### src/hw/rtl/hsu_pkg.sv
// ----------------------------------------------------------------------------
// hsu_pkg
// Shared types, constants and the halfband tap table for the stereo 2x
// upsampler.
// ----------------------------------------------------------------------------
package hsu_pkg;

    // sizes
    localparam int HISTORY_DEPTH_DEF = 32;
    localparam int SAMPLE_W          = 16;
    localparam int TAP_W             = 31;
    localparam int TAP_IDX_W         = 4;
    localparam int PAIR_W            = SAMPLE_W + 1;
    localparam int PROD_W            = TAP_W + PAIR_W;
    localparam int ACC_W             = 50;
    localparam int Q_SHIFT           = 30;
    localparam int RES_W             = ACC_W - Q_SHIFT;
    localparam int HALF_TAPS         = 15;
    localparam int NUM_TAPS          = 2 * HALF_TAPS + 1;
    localparam int CLIP_W            = 32;
    localparam int CNT_W             = 6;

    // sequencer steps
    localparam logic [CNT_W-1:0] MAC_OPS   = CNT_W'(2 * HALF_TAPS);
    localparam logic [CNT_W-1:0] PT_ISSUE  = CNT_W'(2 * HALF_TAPS);
    localparam logic [CNT_W-1:0] RND_LEFT  = CNT_W'(2 * HALF_TAPS + 2);
    localparam logic [CNT_W-1:0] RND_RIGHT = CNT_W'(2 * HALF_TAPS + 3);

    // channel select codes
    localparam logic CHAN_LEFT  = 1'b0;
    localparam logic CHAN_RIGHT = 1'b1;

    typedef struct packed {
        logic signed [SAMPLE_W-1:0] left_sample;
        logic signed [SAMPLE_W-1:0] right_sample;
    } in_item_t;

    typedef struct packed {
        logic signed [SAMPLE_W-1:0] left_out;
        logic signed [SAMPLE_W-1:0] right_out;
        logic                       is_last;
        logic [CLIP_W-1:0]          clip_total;
    } out_item_t;

    typedef enum logic [1:0] {
        ST_IDLE,
        ST_RUN,
        ST_MID,
        ST_LAST
    } seq_state_t;

    typedef struct packed {
        logic                 clear;
        logic                 valid;
        logic                 chan;
        logic [TAP_IDX_W-1:0] tap_idx;
    } mac_ctrl_t;

    // Q30 halfband taps, index 1..15; any other index returns zero
    function automatic logic signed [TAP_W-1:0] tap_coef(input logic [TAP_IDX_W-1:0] idx);
        logic signed [TAP_W-1:0] c;
        unique case (idx)
            4'd1:    c =  31'sh001596F;
            4'd2:    c = -31'sh0060A93;
            4'd3:    c =  31'sh00F9AE1;
            4'd4:    c = -31'sh02068AB;
            4'd5:    c =  31'sh03BBE98;
            4'd6:    c = -31'sh065EA02;
            4'd7:    c =  31'sh0A46788;
            4'd8:    c = -31'sh0FE513A;
            4'd9:    c =  31'sh17D6A04;
            4'd10:   c = -31'sh2309CFC;
            4'd11:   c =  31'sh3323504;
            4'd12:   c = -31'sh4B92B98;
            4'd13:   c =  31'sh7546848;
            4'd14:   c = -31'shD133810;
            4'd15:   c =  31'sh28928D80;
            default: c = '0;
        endcase
        return c;
    endfunction

endpackage

### src/hw/rtl/hsu_history.sv
// ----------------------------------------------------------------------------
// hsu_history
// Stereo sample history ring: one write port, two registered read ports.
// Entries never written since reset read as zero.
// ----------------------------------------------------------------------------
module hsu_history #(
    parameter int HISTORY_DEPTH = hsu_pkg::HISTORY_DEPTH_DEF
) (
    input  logic                             aclk,
    input  logic                             aresetn,
    input  logic                             wr_en,
    input  logic [$clog2(HISTORY_DEPTH)-1:0] wr_addr,
    input  hsu_pkg::in_item_t                wr_data,
    input  logic [$clog2(HISTORY_DEPTH)-1:0] rd_addr_a,
    input  logic [$clog2(HISTORY_DEPTH)-1:0] rd_addr_b,
    output hsu_pkg::in_item_t                rd_data_a,
    output hsu_pkg::in_item_t                rd_data_b
);

    hsu_pkg::in_item_t          mem [HISTORY_DEPTH];
    logic [HISTORY_DEPTH-1:0]   valid_reg;
    hsu_pkg::in_item_t          rd_a_reg;
    hsu_pkg::in_item_t          rd_b_reg;
    logic                       rd_a_vld_reg;
    logic                       rd_b_vld_reg;

    // per-entry written flags
    always_ff @(posedge aclk) begin
        if (!aresetn) begin
            valid_reg <= '0;
        end else if (wr_en) begin
            valid_reg[wr_addr] <= 1'b1;
        end
    end

    // sample store
    always_ff @(posedge aclk) begin
        if (wr_en) begin
            mem[wr_addr] <= wr_data;
        end
    end

    // registered reads
    always_ff @(posedge aclk) begin
        rd_a_reg     <= mem[rd_addr_a];
        rd_b_reg     <= mem[rd_addr_b];
        rd_a_vld_reg <= valid_reg[rd_addr_a];
        rd_b_vld_reg <= valid_reg[rd_addr_b];
    end

    // unwritten entries read as zero
    assign rd_data_a = rd_a_vld_reg ? rd_a_reg : '0;
    assign rd_data_b = rd_b_vld_reg ? rd_b_reg : '0;

endmodule

### src/hw/rtl/hsu_mac.sv
// ----------------------------------------------------------------------------
// hsu_mac
// Shared multiply-accumulate unit: adds a symmetric sample pair, multiplies
// by one tap and accumulates into the left or right channel sum.
// ----------------------------------------------------------------------------
module hsu_mac (
    input  logic                                  aclk,
    input  logic                                  aresetn,
    input  hsu_pkg::mac_ctrl_t                    ctrl,
    input  hsu_pkg::in_item_t                     rd_data_a,
    input  hsu_pkg::in_item_t                     rd_data_b,
    output logic signed [hsu_pkg::ACC_W-1:0]      acc_left,
    output logic signed [hsu_pkg::ACC_W-1:0]      acc_right
);

    logic signed [hsu_pkg::SAMPLE_W-1:0] x_a;
    logic signed [hsu_pkg::SAMPLE_W-1:0] x_b;
    logic signed [hsu_pkg::PAIR_W-1:0]   pair;
    logic signed [hsu_pkg::TAP_W-1:0]    tap;
    logic signed [hsu_pkg::PROD_W-1:0]   prod_next;
    logic signed [hsu_pkg::PROD_W-1:0]   prod_reg;
    logic                                prod_vld_reg;
    logic                                prod_chan_reg;
    logic signed [hsu_pkg::ACC_W-1:0]    acc_left_reg;
    logic signed [hsu_pkg::ACC_W-1:0]    acc_right_reg;
    logic signed [hsu_pkg::ACC_W-1:0]    acc_sel;
    logic signed [hsu_pkg::ACC_W-1:0]    acc_next;

    // pair add and multiply
    always_comb begin
        x_a       = (ctrl.chan == hsu_pkg::CHAN_RIGHT) ? rd_data_a.right_sample
                                                       : rd_data_a.left_sample;
        x_b       = (ctrl.chan == hsu_pkg::CHAN_RIGHT) ? rd_data_b.right_sample
                                                       : rd_data_b.left_sample;
        pair      = hsu_pkg::PAIR_W'(x_a) + hsu_pkg::PAIR_W'(x_b);
        tap       = hsu_pkg::tap_coef(ctrl.tap_idx);
        prod_next = hsu_pkg::PROD_W'(tap) * hsu_pkg::PROD_W'(pair);
    end

    // product stage control
    always_ff @(posedge aclk) begin
        if (!aresetn) begin
            prod_vld_reg <= 1'b0;
        end else begin
            prod_vld_reg <= ctrl.valid;
        end
    end

    always_ff @(posedge aclk) begin
        prod_reg      <= prod_next;
        prod_chan_reg <= ctrl.chan;
    end

    // accumulate
    always_comb begin
        acc_sel  = (prod_chan_reg == hsu_pkg::CHAN_RIGHT) ? acc_right_reg : acc_left_reg;
        acc_next = acc_sel + hsu_pkg::ACC_W'(prod_reg);
    end

    always_ff @(posedge aclk) begin
        if (ctrl.clear) begin
            acc_left_reg  <= '0;
            acc_right_reg <= '0;
        end else if (prod_vld_reg) begin
            if (prod_chan_reg == hsu_pkg::CHAN_RIGHT) begin
                acc_right_reg <= acc_next;
            end else begin
                acc_left_reg <= acc_next;
            end
        end
    end

    assign acc_left  = acc_left_reg;
    assign acc_right = acc_right_reg;

endmodule

### src/hw/rtl/hsu_round.sv
// ----------------------------------------------------------------------------
// hsu_round
// Scales a Q30 sum to an integer, rounding half away from zero, and
// saturates it to a 16-bit sample with a clip flag.
// ----------------------------------------------------------------------------
module hsu_round (
    input  logic signed [hsu_pkg::ACC_W-1:0]    acc,
    output logic signed [hsu_pkg::SAMPLE_W-1:0] sample,
    output logic                                clip
);

    localparam logic signed [hsu_pkg::ACC_W-1:0] RND_HALF =
        hsu_pkg::ACC_W'(64'sd1 <<< (hsu_pkg::Q_SHIFT - 1));
    localparam logic signed [hsu_pkg::ACC_W-1:0] RND_HALF_M1 =
        hsu_pkg::ACC_W'((64'sd1 <<< (hsu_pkg::Q_SHIFT - 1)) - 64'sd1);
    localparam logic signed [hsu_pkg::RES_W-1:0] SAT_MAX =
        hsu_pkg::RES_W'((64'sd1 <<< (hsu_pkg::SAMPLE_W - 1)) - 64'sd1);
    localparam logic signed [hsu_pkg::RES_W-1:0] SAT_MIN =
        hsu_pkg::RES_W'(-(64'sd1 <<< (hsu_pkg::SAMPLE_W - 1)));

    logic signed [hsu_pkg::ACC_W-1:0] biased;
    logic signed [hsu_pkg::RES_W-1:0] scaled;

    // negative sums take half minus one, giving round half away from zero
    always_comb begin
        biased = acc + (acc[hsu_pkg::ACC_W-1] ? RND_HALF_M1 : RND_HALF);
        scaled = biased[hsu_pkg::ACC_W-1:hsu_pkg::Q_SHIFT];
        if (scaled > SAT_MAX) begin
            sample = SAT_MAX[hsu_pkg::SAMPLE_W-1:0];
            clip   = 1'b1;
        end else if (scaled < SAT_MIN) begin
            sample = SAT_MIN[hsu_pkg::SAMPLE_W-1:0];
            clip   = 1'b1;
        end else begin
            sample = scaled[hsu_pkg::SAMPLE_W-1:0];
            clip   = 1'b0;
        end
    end

endmodule

### src/hw/rtl/halfband_stereo_upsampler_2x.sv
// ----------------------------------------------------------------------------
// halfband_stereo_upsampler_2x
// Stereo 2x interpolator on a 31-tap halfband filter with one shared MAC.
// ----------------------------------------------------------------------------
// Each input transaction carries one stereo frame and produces two output
// transactions: first the interpolated midpoint (is_last = 0), then the frame
// delayed by 15 samples (is_last = 1); clip_total is the same in both. A frame
// occupies the block through its acceptance, 34 sequencer steps and two output
// transactions, plus any output stall. The sequencer time is set
// by the single 31x17 multiplier, which runs 30 operations (15 tap pairs for
// each channel) through a read, multiply, accumulate pipeline, followed by
// two rounding steps, one per channel. s_ready is high only while the block
// is idle. No clearing pass is needed after reset.
// ----------------------------------------------------------------------------
module halfband_stereo_upsampler_2x #(
    parameter int HISTORY_DEPTH = hsu_pkg::HISTORY_DEPTH_DEF
) (
    input  logic                aclk,
    input  logic                aresetn,
    input  logic                s_valid,
    output logic                s_ready,
    input  hsu_pkg::in_item_t   s_data,
    output logic                m_valid,
    input  logic                m_ready,
    output hsu_pkg::out_item_t  m_data
);

    localparam int AW = $clog2(HISTORY_DEPTH);

    hsu_pkg::seq_state_t                  state_reg;
    hsu_pkg::seq_state_t                  state_next;
    logic [hsu_pkg::CNT_W-1:0]            cnt_reg;
    logic [hsu_pkg::CNT_W-1:0]            cnt_next;
    logic [AW-1:0]                        wp_reg;
    logic [AW-1:0]                        wp_next;
    hsu_pkg::mac_ctrl_t                   ctrl_reg;
    hsu_pkg::mac_ctrl_t                   ctrl_next;
    logic                                 pt_reg;
    logic                                 pt_next;
    hsu_pkg::in_item_t                    pass_reg;
    logic signed [hsu_pkg::SAMPLE_W-1:0]  mid_left_reg;
    logic signed [hsu_pkg::SAMPLE_W-1:0]  mid_right_reg;
    logic [hsu_pkg::CLIP_W-1:0]           clip_reg;
    logic [hsu_pkg::CLIP_W-1:0]           clip_next;

    logic                                 s_accept;
    logic [hsu_pkg::TAP_IDX_W-1:0]        k_iss;
    logic [AW-1:0]                        rd_addr_a;
    logic [AW-1:0]                        rd_addr_b;
    hsu_pkg::in_item_t                    rd_data_a;
    hsu_pkg::in_item_t                    rd_data_b;
    logic signed [hsu_pkg::ACC_W-1:0]     acc_left;
    logic signed [hsu_pkg::ACC_W-1:0]     acc_right;
    logic signed [hsu_pkg::ACC_W-1:0]     rnd_acc;
    logic signed [hsu_pkg::SAMPLE_W-1:0]  rnd_sample;
    logic                                 rnd_clip;
    logic                                 rnd_left_step;
    logic                                 rnd_right_step;

    assign s_accept = s_valid && s_ready;

    // sequencer: next state, step counter and issue controls
    always_comb begin
        state_next     = state_reg;
        cnt_next       = cnt_reg;
        wp_next        = wp_reg;
        s_ready        = 1'b0;
        m_valid        = 1'b0;
        k_iss          = cnt_reg[hsu_pkg::TAP_IDX_W:1] + hsu_pkg::TAP_IDX_W'(1);
        rnd_left_step  = 1'b0;
        rnd_right_step = 1'b0;
        ctrl_next      = '0;
        pt_next        = 1'b0;

        unique case (state_reg)
            hsu_pkg::ST_IDLE: begin
                s_ready = 1'b1;
                if (s_valid) begin
                    state_next      = hsu_pkg::ST_RUN;
                    cnt_next        = '0;
                    wp_next         = wp_reg + AW'(1);
                    ctrl_next.clear = 1'b1;
                end
            end
            hsu_pkg::ST_RUN: begin
                cnt_next          = cnt_reg + hsu_pkg::CNT_W'(1);
                ctrl_next.valid   = (cnt_reg < hsu_pkg::MAC_OPS);
                ctrl_next.chan    = cnt_reg[0];
                ctrl_next.tap_idx = k_iss;
                pt_next           = (cnt_reg == hsu_pkg::PT_ISSUE);
                rnd_left_step     = (cnt_reg == hsu_pkg::RND_LEFT);
                rnd_right_step    = (cnt_reg == hsu_pkg::RND_RIGHT);
                if (cnt_reg == hsu_pkg::RND_RIGHT) begin
                    state_next = hsu_pkg::ST_MID;
                end
            end
            hsu_pkg::ST_MID: begin
                m_valid = 1'b1;
                if (m_ready) begin
                    state_next = hsu_pkg::ST_LAST;
                end
            end
            hsu_pkg::ST_LAST: begin
                m_valid = 1'b1;
                if (m_ready) begin
                    state_next = hsu_pkg::ST_IDLE;
                end
            end
            default: begin
                state_next = hsu_pkg::ST_IDLE;
            end
        endcase
    end

    always_ff @(posedge aclk) begin
        if (!aresetn) begin
            state_reg <= hsu_pkg::ST_IDLE;
            cnt_reg   <= '0;
            wp_reg    <= '0;
            ctrl_reg  <= '0;
            pt_reg    <= 1'b0;
            clip_reg  <= '0;
        end else begin
            state_reg <= state_next;
            cnt_reg   <= cnt_next;
            wp_reg    <= wp_next;
            ctrl_reg  <= ctrl_next;
            pt_reg    <= pt_next;
            clip_reg  <= clip_next;
        end
    end

    // symmetric read addresses; the pass-through tap reuses port a
    always_comb begin
        if (state_reg == hsu_pkg::ST_RUN && cnt_reg == hsu_pkg::PT_ISSUE) begin
            rd_addr_a = wp_reg - AW'(hsu_pkg::HALF_TAPS);
        end else begin
            rd_addr_a = wp_reg - AW'(k_iss);
        end
        rd_addr_b = wp_reg - AW'(hsu_pkg::NUM_TAPS) + AW'(k_iss);
    end

    hsu_history #(
        .HISTORY_DEPTH (HISTORY_DEPTH)
    ) u_history (
        .aclk      (aclk),
        .aresetn   (aresetn),
        .wr_en     (s_accept),
        .wr_addr   (wp_next),
        .wr_data   (s_data),
        .rd_addr_a (rd_addr_a),
        .rd_addr_b (rd_addr_b),
        .rd_data_a (rd_data_a),
        .rd_data_b (rd_data_b)
    );

    hsu_mac u_mac (
        .aclk      (aclk),
        .aresetn   (aresetn),
        .ctrl      (ctrl_reg),
        .rd_data_a (rd_data_a),
        .rd_data_b (rd_data_b),
        .acc_left  (acc_left),
        .acc_right (acc_right)
    );

    // one rounding unit, left channel first
    assign rnd_acc = rnd_right_step ? acc_right : acc_left;

    hsu_round u_round (
        .acc    (rnd_acc),
        .sample (rnd_sample),
        .clip   (rnd_clip)
    );

    // saturating clip counter
    always_comb begin
        clip_next = clip_reg;
        if ((rnd_left_step || rnd_right_step) && rnd_clip && (clip_reg != '1)) begin
            clip_next = clip_reg + hsu_pkg::CLIP_W'(1);
        end
    end

    // result registers
    always_ff @(posedge aclk) begin
        if (pt_reg) begin
            pass_reg <= rd_data_a;
        end
        if (rnd_left_step) begin
            mid_left_reg <= rnd_sample;
        end
        if (rnd_right_step) begin
            mid_right_reg <= rnd_sample;
        end
    end

    // output transaction payload
    always_comb begin
        if (state_reg == hsu_pkg::ST_LAST) begin
            m_data.left_out  = pass_reg.left_sample;
            m_data.right_out = pass_reg.right_sample;
            m_data.is_last   = 1'b1;
        end else begin
            m_data.left_out  = mid_left_reg;
            m_data.right_out = mid_right_reg;
            m_data.is_last   = 1'b0;
        end
        m_data.clip_total = clip_reg;
    end

endmodule

### config.mk
export PLATFORM = sky130hd
export DESIGN_NAME = halfband_stereo_upsampler_2x
export DESIGN_NICKNAME = d
export VERILOG_FILES = /design/src/hw/rtl/hsu_pkg.sv /design/src/hw/rtl/hsu_history.sv /design/src/hw/rtl/hsu_mac.sv /design/src/hw/rtl/hsu_round.sv /design/src/hw/rtl/halfband_stereo_upsampler_2x.sv
export SDC_FILE = /design/constraint.sdc
export NUM_CORES = 2
export LEC_CHECK = 0
export BUFFER_PORTS_ARGS = -buffer_cell sky130_fd_sc_hd__buf_2
export CAP_MARGIN = 10
export CORE_MARGIN = 3
export CORE_UTILIZATION = 30
export DETAILED_ROUTE_END_ITERATION = 10
export GPL_ROUTABILITY_DRIVEN = 1
export PLACE_DENSITY = 0.51
export SLEW_MARGIN = 20
export SYNTH_ARGS = -nofsm -noshare
export SYNTH_HDL_FRONTEND = slang
export SYNTH_SLANG_ARGS = --single-unit
### constraint.sdc
create_clock -name aclk -period 15 [get_ports aclk]
set_clock_uncertainty 0.05 [all_clocks]
set_input_delay 0.75 -clock aclk [delete_from_list [all_inputs] [get_ports aclk]]
set_output_delay 0.75 -clock aclk [all_outputs]
set_load 0.02 [all_outputs]
### Word level (Yosys, flattened, before mapping)

Memories as Yosys holds them, arrays and structs flattened. A register that Yosys moved wholly into a read port is not among the register bits.
Cells that the tools add are included.

* input bits: 36
* flip-flop bits (word level): 297
* memories kept: 2
* logic and storage cells: 105
* bits in read-only memories: 496
* bits in writable memories: 1024

* magnitude comparators: 7
* $mul: 1
* muxes and demuxes: 36
* bitwise gates (word level): 2
* eq/ne operators: 11
* reduce and logical (&&, ||, !) cells: 15
* add/sub/neg operators: 11

Memories
* u_history.mem: depth 32, bits a word 32, rd ports 2, clocked after Yosys merged registers in 2, write ports 1, line hsu_history.sv:20 `hsu_pkg::in_item_t mem [HISTORY_DEPTH];`
* (name not given): depth 16, bits a word 31, rd ports 1, clocked after Yosys merged registers in 1, write ports 0, line hsu_pkg.sv:62 `unique case (idx)`

Operator list (count)
* two-way mux 50 bit: 2
* two-way mux 16 bit: 4
* two-way mux 32 bit: 2
* adder 50 x 48 -> 50 bit: 1
* adder 50 bit: 1
* multiplier 31 x 17 -> 48 bit: 1
* two-way mux 33 bit: 1
* adder 32 x 1 -> 32 bit (second input constant): 1
* inequality test 32 bit (second input constant): 1
* bitwise OR 32 bit: 1
* two-way mux 30 bit: 1
* greater-than comparator 20 x 16 -> 1 bit (second input constant): 1
* less-than comparator 20 x 16 -> 1 bit (second input constant): 1
* less-than comparator 5 x 6 -> 1 bit (second input constant): 3
* adder 16 x 16 -> 17 bit: 1
* two-way mux 5 bit: 3
* equality test 6 bit (second input constant): 2
* two-way mux 1 bit: 12
* one-hot mux 6 bit (2 select lines): 1
* binary-select mux 1 bit (select 5 bit): 2
* AND reduction 2 bit: 5
* two-way mux 2 bit: 4
* inequality test 2 bit (second input constant): 4
* one-hot mux 2 bit (4 select lines): 1
* other kinds (22): 27

### Logic depth before layout (Yosys ltp)

* word-level depth: 10
* depth in mapped cells: 41
* gate-level depth less buffers: 37

### Cells and area by module

Synthesis repeated with hierarchy kept, for this count alone.

* cell total of the unflattened synthesis: 7673
* area total of the unflattened synthesis: 86694.4 µm²

By module, submodules not included
* hsu_history: cells an instance 3601, seq. area each 32711.4 µm², area an instance 51722.1 µm², times used 1
* hsu_mac: cells an instance 3262, seq. area each 3002.9 µm², area an instance 27655.3 µm², times used 1
* halfband_stereo_upsampler_2x: cells an instance 610, seq. area each 2982.9 µm², area an instance 5840.6 µm², times used 1
* hsu_round: cells an instance 200, seq. area each 0.0 µm², area an instance 1476.4 µm², times used 1

### Least setup slack after synthesis

Ideal clock, no wire load.

* path kind: register to register
* start: register ctrl_reg[4] (netlist name)
* end: register u_mac.prod_reg[44] (netlist name)
* cell stages (with the launch flop): 35
* path slack: 5.418 ns
* required time: 14.816 ns
* clock period less this slack: 9.582 ns
* arrival: 9.398 ns
* path through: dfxtp_1 > clkbuf_1 > buf_1 > mux2_2 > ha_1 > a21o_1 > a21oi_1 > nand2b_1 > a21boi_0 > o311a_1 > or3_1 > nor3b_1 > o31ai_1 > nor3b_1 > clkbuf_1 > nor3b_1 > fa_1 > fa_1 > fa_1 > fa_1 > fa_1 > inv_1 > fa_1 > inv_1 > ha_1 > a21o_1 > a21oi_1 > o211ai_1 > or3_1 > a211oi_1 > nor2_1 > nor4bb_1 > or3_1 > and4_1 > or4b_1

* cells in the longest elaborated chain, start to end: 3
* elaborated cells on any way between the ends: 4
* those cells by class: add/sub: 1; mul: 1; mux: 2

Ends and longest elaborated chain
* start: declaration: line halfband_stereo_upsampler_2x.sv:36 `hsu_pkg::mac_ctrl_t ctrl_reg;`
* start signal: assignment: line halfband_stereo_upsampler_2x.sv:127 `ctrl_reg <= ctrl_next;`
* two-way mux 16 bit, on equally long branches: line hsu_mac.sv:31, hsu_mac.sv:33
* adder 16 x 16 -> 17 bit (*): line hsu_mac.sv:35 `pair = hsu_pkg::PAIR_W'(x_a) + hsu_pkg::PAIR_W'(x_b);`
* multiplier 31 x 17 -> 48 bit (*): line hsu_mac.sv:37 `prod_next = hsu_pkg::PROD_W'(tap) * hsu_pkg::PROD_W'(pair);`
* net u_mac.prod_next, one bit: line hsu_mac.sv:20 `logic signed [hsu_pkg::PROD_W-1:0] prod_next;`
* end signal: assignment: line hsu_mac.sv:50 `prod_reg <= prod_next;`
* end: declaration: line hsu_mac.sv:21 `logic signed [hsu_pkg::PROD_W-1:0] prod_reg;`

Mark *: on every way through the listed nets, which the timed path passes. The rest lies on a longest branch.
A chain may end at the register's enable or synchronous reset.

### Worst setup path after layout

Ends and elaborated chain as after synthesis.

==> results_dict.tcl <==
set metrics [dict create \
    status "complete, no violations" \
    hpwl_um 161700 \
    grt_util_met2_pct 30.20 \
    cts_setup_buffers 0 \
    vias 54250 \
    antenna_found_initial 27 \
    finalSetupViolCount 0 \
    finalSetupTns_ns 0 \
    clock_latency_ns 0.83 \
    drv_slew 0 \
    hold_start "s_valid" \
    r2r_cells 33 \
    io_pins 103 \
    fill_cells 27550 \
    cts_buffers 159 \
    slowest_delay_ns 1.01 \
    ys_types 84 \
    fin_crit_ns 11.06 \
    reg2reg_to "u_mac.prod_reg[44]" \
    grt_util_met3_pct 2.747 \
    rsz0062_at_grt "no" \
    drv_cap 0 \
    num_rows 195 \
    drt_iter0_markers 4836 \
    worstHoldPathCells 3 \
    post_dp_cell_area_um2 90980 \
    clkTransAtPathRegs_ns 0.07 \
    ys_ff_latch 1415 \
    detail-route-antenna-nets 0 \
    grt_pass1_vias 55790 \
    stdcell_area_um2 96190 \
    async_flop_share_pct 0 \
    synthCells 6342 \
    cts_tree "yes" \
    timing.hold.ws_ns 0.2173 \
    gp_congestion 0.8434 \
    peakVddDrop_mv 0.1442 \
    die_h_um 540.8 \
    finalHoldViolCount 0 \
    p_leak_uw 0.03496 \
    dieArea_um2 292500 \
    globalRouteTotalUtil_pct 17.86 \
    wirelength_um 264400 \
    start_kind "register" \
    syn_area_per_cell_um2 13.53 \
    most-common-layout-cells "edfxtp_1, inv_1, mux4_2" \
    ys_warn_count 0 \
    core_um2 283500 \
    maxSlewHeadroom_pct 23.91 \
    port_buffers 102 \
    cts_sinks 1415 \
    dr.pass1.iters 5 \
    rr_startpoint "ctrl_reg[4]" \
    synth_ff_type "edfxtp_1" \
    rrSetupSlack_ns 3.94 \
    cp_slowest_cell "dfxtp_2" \
    syn_to_final_growth_pct 12.10 \
    hp-class "in -> reg" \
    post-route-period-util_pct 73.72 \
    viasPerCell 5.301 \
    power.density_nw_per_um2 140.4 \
    synth_edf_count 1088 \
    worstSetupEndpointType "register" \
    grt_pass1_wl_um 388400 \
    holdPathEnd "wp_reg[1]" \
    worst_pin_slew_ns 1.141 \
    crit_type "reg -> reg" \
    drc_errors 0 \
    cp.required_ns 15.58 \
    fmax_mhz 90.43 \
    largest_reg_flops 1024 \
    die_w_um 540.8 \
    start_util_pct 30.27 \
    grt_start_max_net_pins 144 \
    final_nets 7140 \
    synth-seq-area-share_pct 45.70 \
    met1_usage_pct 23.89 \
    crit_path_frequent_cell "fa_1" \
    post_drt_wl_per_cell_um 25.83 \
    drive_above_1_share_pct 21.05 \
    syn-cell-area_um2 85810 \
    post_cts_resized 0 \
    cts-htree-levels 4 \
    grt_busiest_layer "met2" \
    syn-num-nets 7123 \
    root_buffer "clkbuf_16" \
    ctsHoldBuffers 0 \
    clockBufferDepth 4 \
    cp.arrival_ns 11.64 \
    final_common_cell "edfxtp_1" \
    grt_overflow 0 \
    worst-path-max-fanout 34 \
]
## where the power goes
group | total [µW] | internal (µW) | switching, µW
Clock | 3920 | 2310 | 1610
Sequential | 4670 | 4460 | 217
Combinational | 4910 | 2300 | 2610
## kinds of logic (layout without fill, tap and decap cells)
kind of cell	Yosys count	in the layout	synth area share, %
DFF	1415	1415	45.70
and+or+nand+nor	1514	1514	8.464
xor gates and xnor gates	125	125	1.276
adders and majority gates	745	745	15.32
other	0	13	0
buffers and inverters	1034	1171	4.558
AOI/OAI and AO/OA	643	643	4.714
muxes	866	866	19.96
## per-stage QoR
stage	cells	total power [µW]	worst slack, ns	utilization [%]
2_1_floorplan	6342	8072	5.418	-
3_3_place_gp	9940	9692	4.145	32.09
3_5_place_dp	9940	9696	4.038	32.09
4_1_cts	10220	13650	4.005	33.91
5_1_grt	10230	14080	3.515	33.92
6_report	10240	13500	3.942	33.93
## worst max-delay path, delay by kind of cell (launching register included)
family                   cells  cell delay [ns]
adder cells (fa/ha/maj)      8             3.52
flip-flops                   1             1.01
multiplexers                 1             0.41
AO/OA/AOI/OAI                9             2.35
buffers and inverters        3             0.47
AND/OR/NAND/NOR             12             3.08
## layer usage
metal	routed length (µm)	part of all wire, %	vias to the layer above
met3	16240	6.1	365
met2	130600	49	1862
met4	6939	2.6	4
li1	-	-	23200
met5	34	0.013	-
met1	110600	42	28820
## final cells by class
cell class	instances	area [µm²]	share of cell area, %
repair buffers	215	1438	1.494
clock buffers	223	4523	4.702
clock inverters	58	640.6	0.6660
flip-flops and latches	1415	39220	40.78
diodes	13	32.53	0.03382
well taps	3743	4683	4.868
multi-input cells	3893	43120	44.83
inverters	675	2534	2.634
## synthesized netlist by cell type (9+ instances only)
cell | count | share of area, %
a211oi_1 | 28 | 0.24
a21boi_0 | 9 | 0.079
a21o_1 | 47 | 0.41
a21oi_1 | 232 | 1.4
a31oi_1 | 15 | 0.11
and2_1 | 177 | 1.3
and3_1 | 39 | 0.28
and4_1 | 11 | 0.11
buf_1 | 63 | 0.28
buf_2 | 9 | 0.052
clkbuf_1 | 284 | 1.2
dfxtp_1 | 327 | 7.6
edfxtp_1 | 1088 | 38
fa_1 | 510 | 12
ha_1 | 235 | 3.4
inv_1 | 674 | 2.9
mux2_2 | 162 | 2.1
mux2i_1 | 44 | 0.51
mux4_2 | 660 | 17
nand2_1 | 623 | 2.7
nand2b_1 | 19 | 0.14
nand3_1 | 102 | 0.59
nand4_1 | 41 | 0.30
nor2_1 | 258 | 1.1
nor2b_1 | 54 | 0.39
nor3_1 | 49 | 0.29
nor3b_1 | 30 | 0.26
nor4_1 | 13 | 0.095
o211ai_1 | 23 | 0.20
o21a_1 | 20 | 0.17
o21ai_0 | 122 | 0.71
o21bai_1 | 27 | 0.24
o311ai_0 | 14 | 0.14
o31ai_1 | 24 | 0.21
or2_2 | 12 | 0.087
or3_1 | 33 | 0.24
or4_1 | 24 | 0.21
xnor2_1 | 90 | 0.92
xor2_1 | 35 | 0.36
## how the worst max path moves through the flow
stage,startpoint,end,slack (ns),cells after the start
floorplan,ctrl_reg[4],u_mac.prod_reg[44],5.42,34
global placement,ctrl_reg[4],u_mac.prod_reg[44],4.14,35
detailed placement,ctrl_reg[4],u_mac.prod_reg[44],4.04,33
CTS,ctrl_reg[4],u_mac.prod_reg[44],4.00,33
global route,ctrl_reg[4],u_mac.prod_reg[44],3.51,33
finish,ctrl_reg[4],u_mac.prod_reg[44],3.94,33
(Power assumes the default switching activity.)
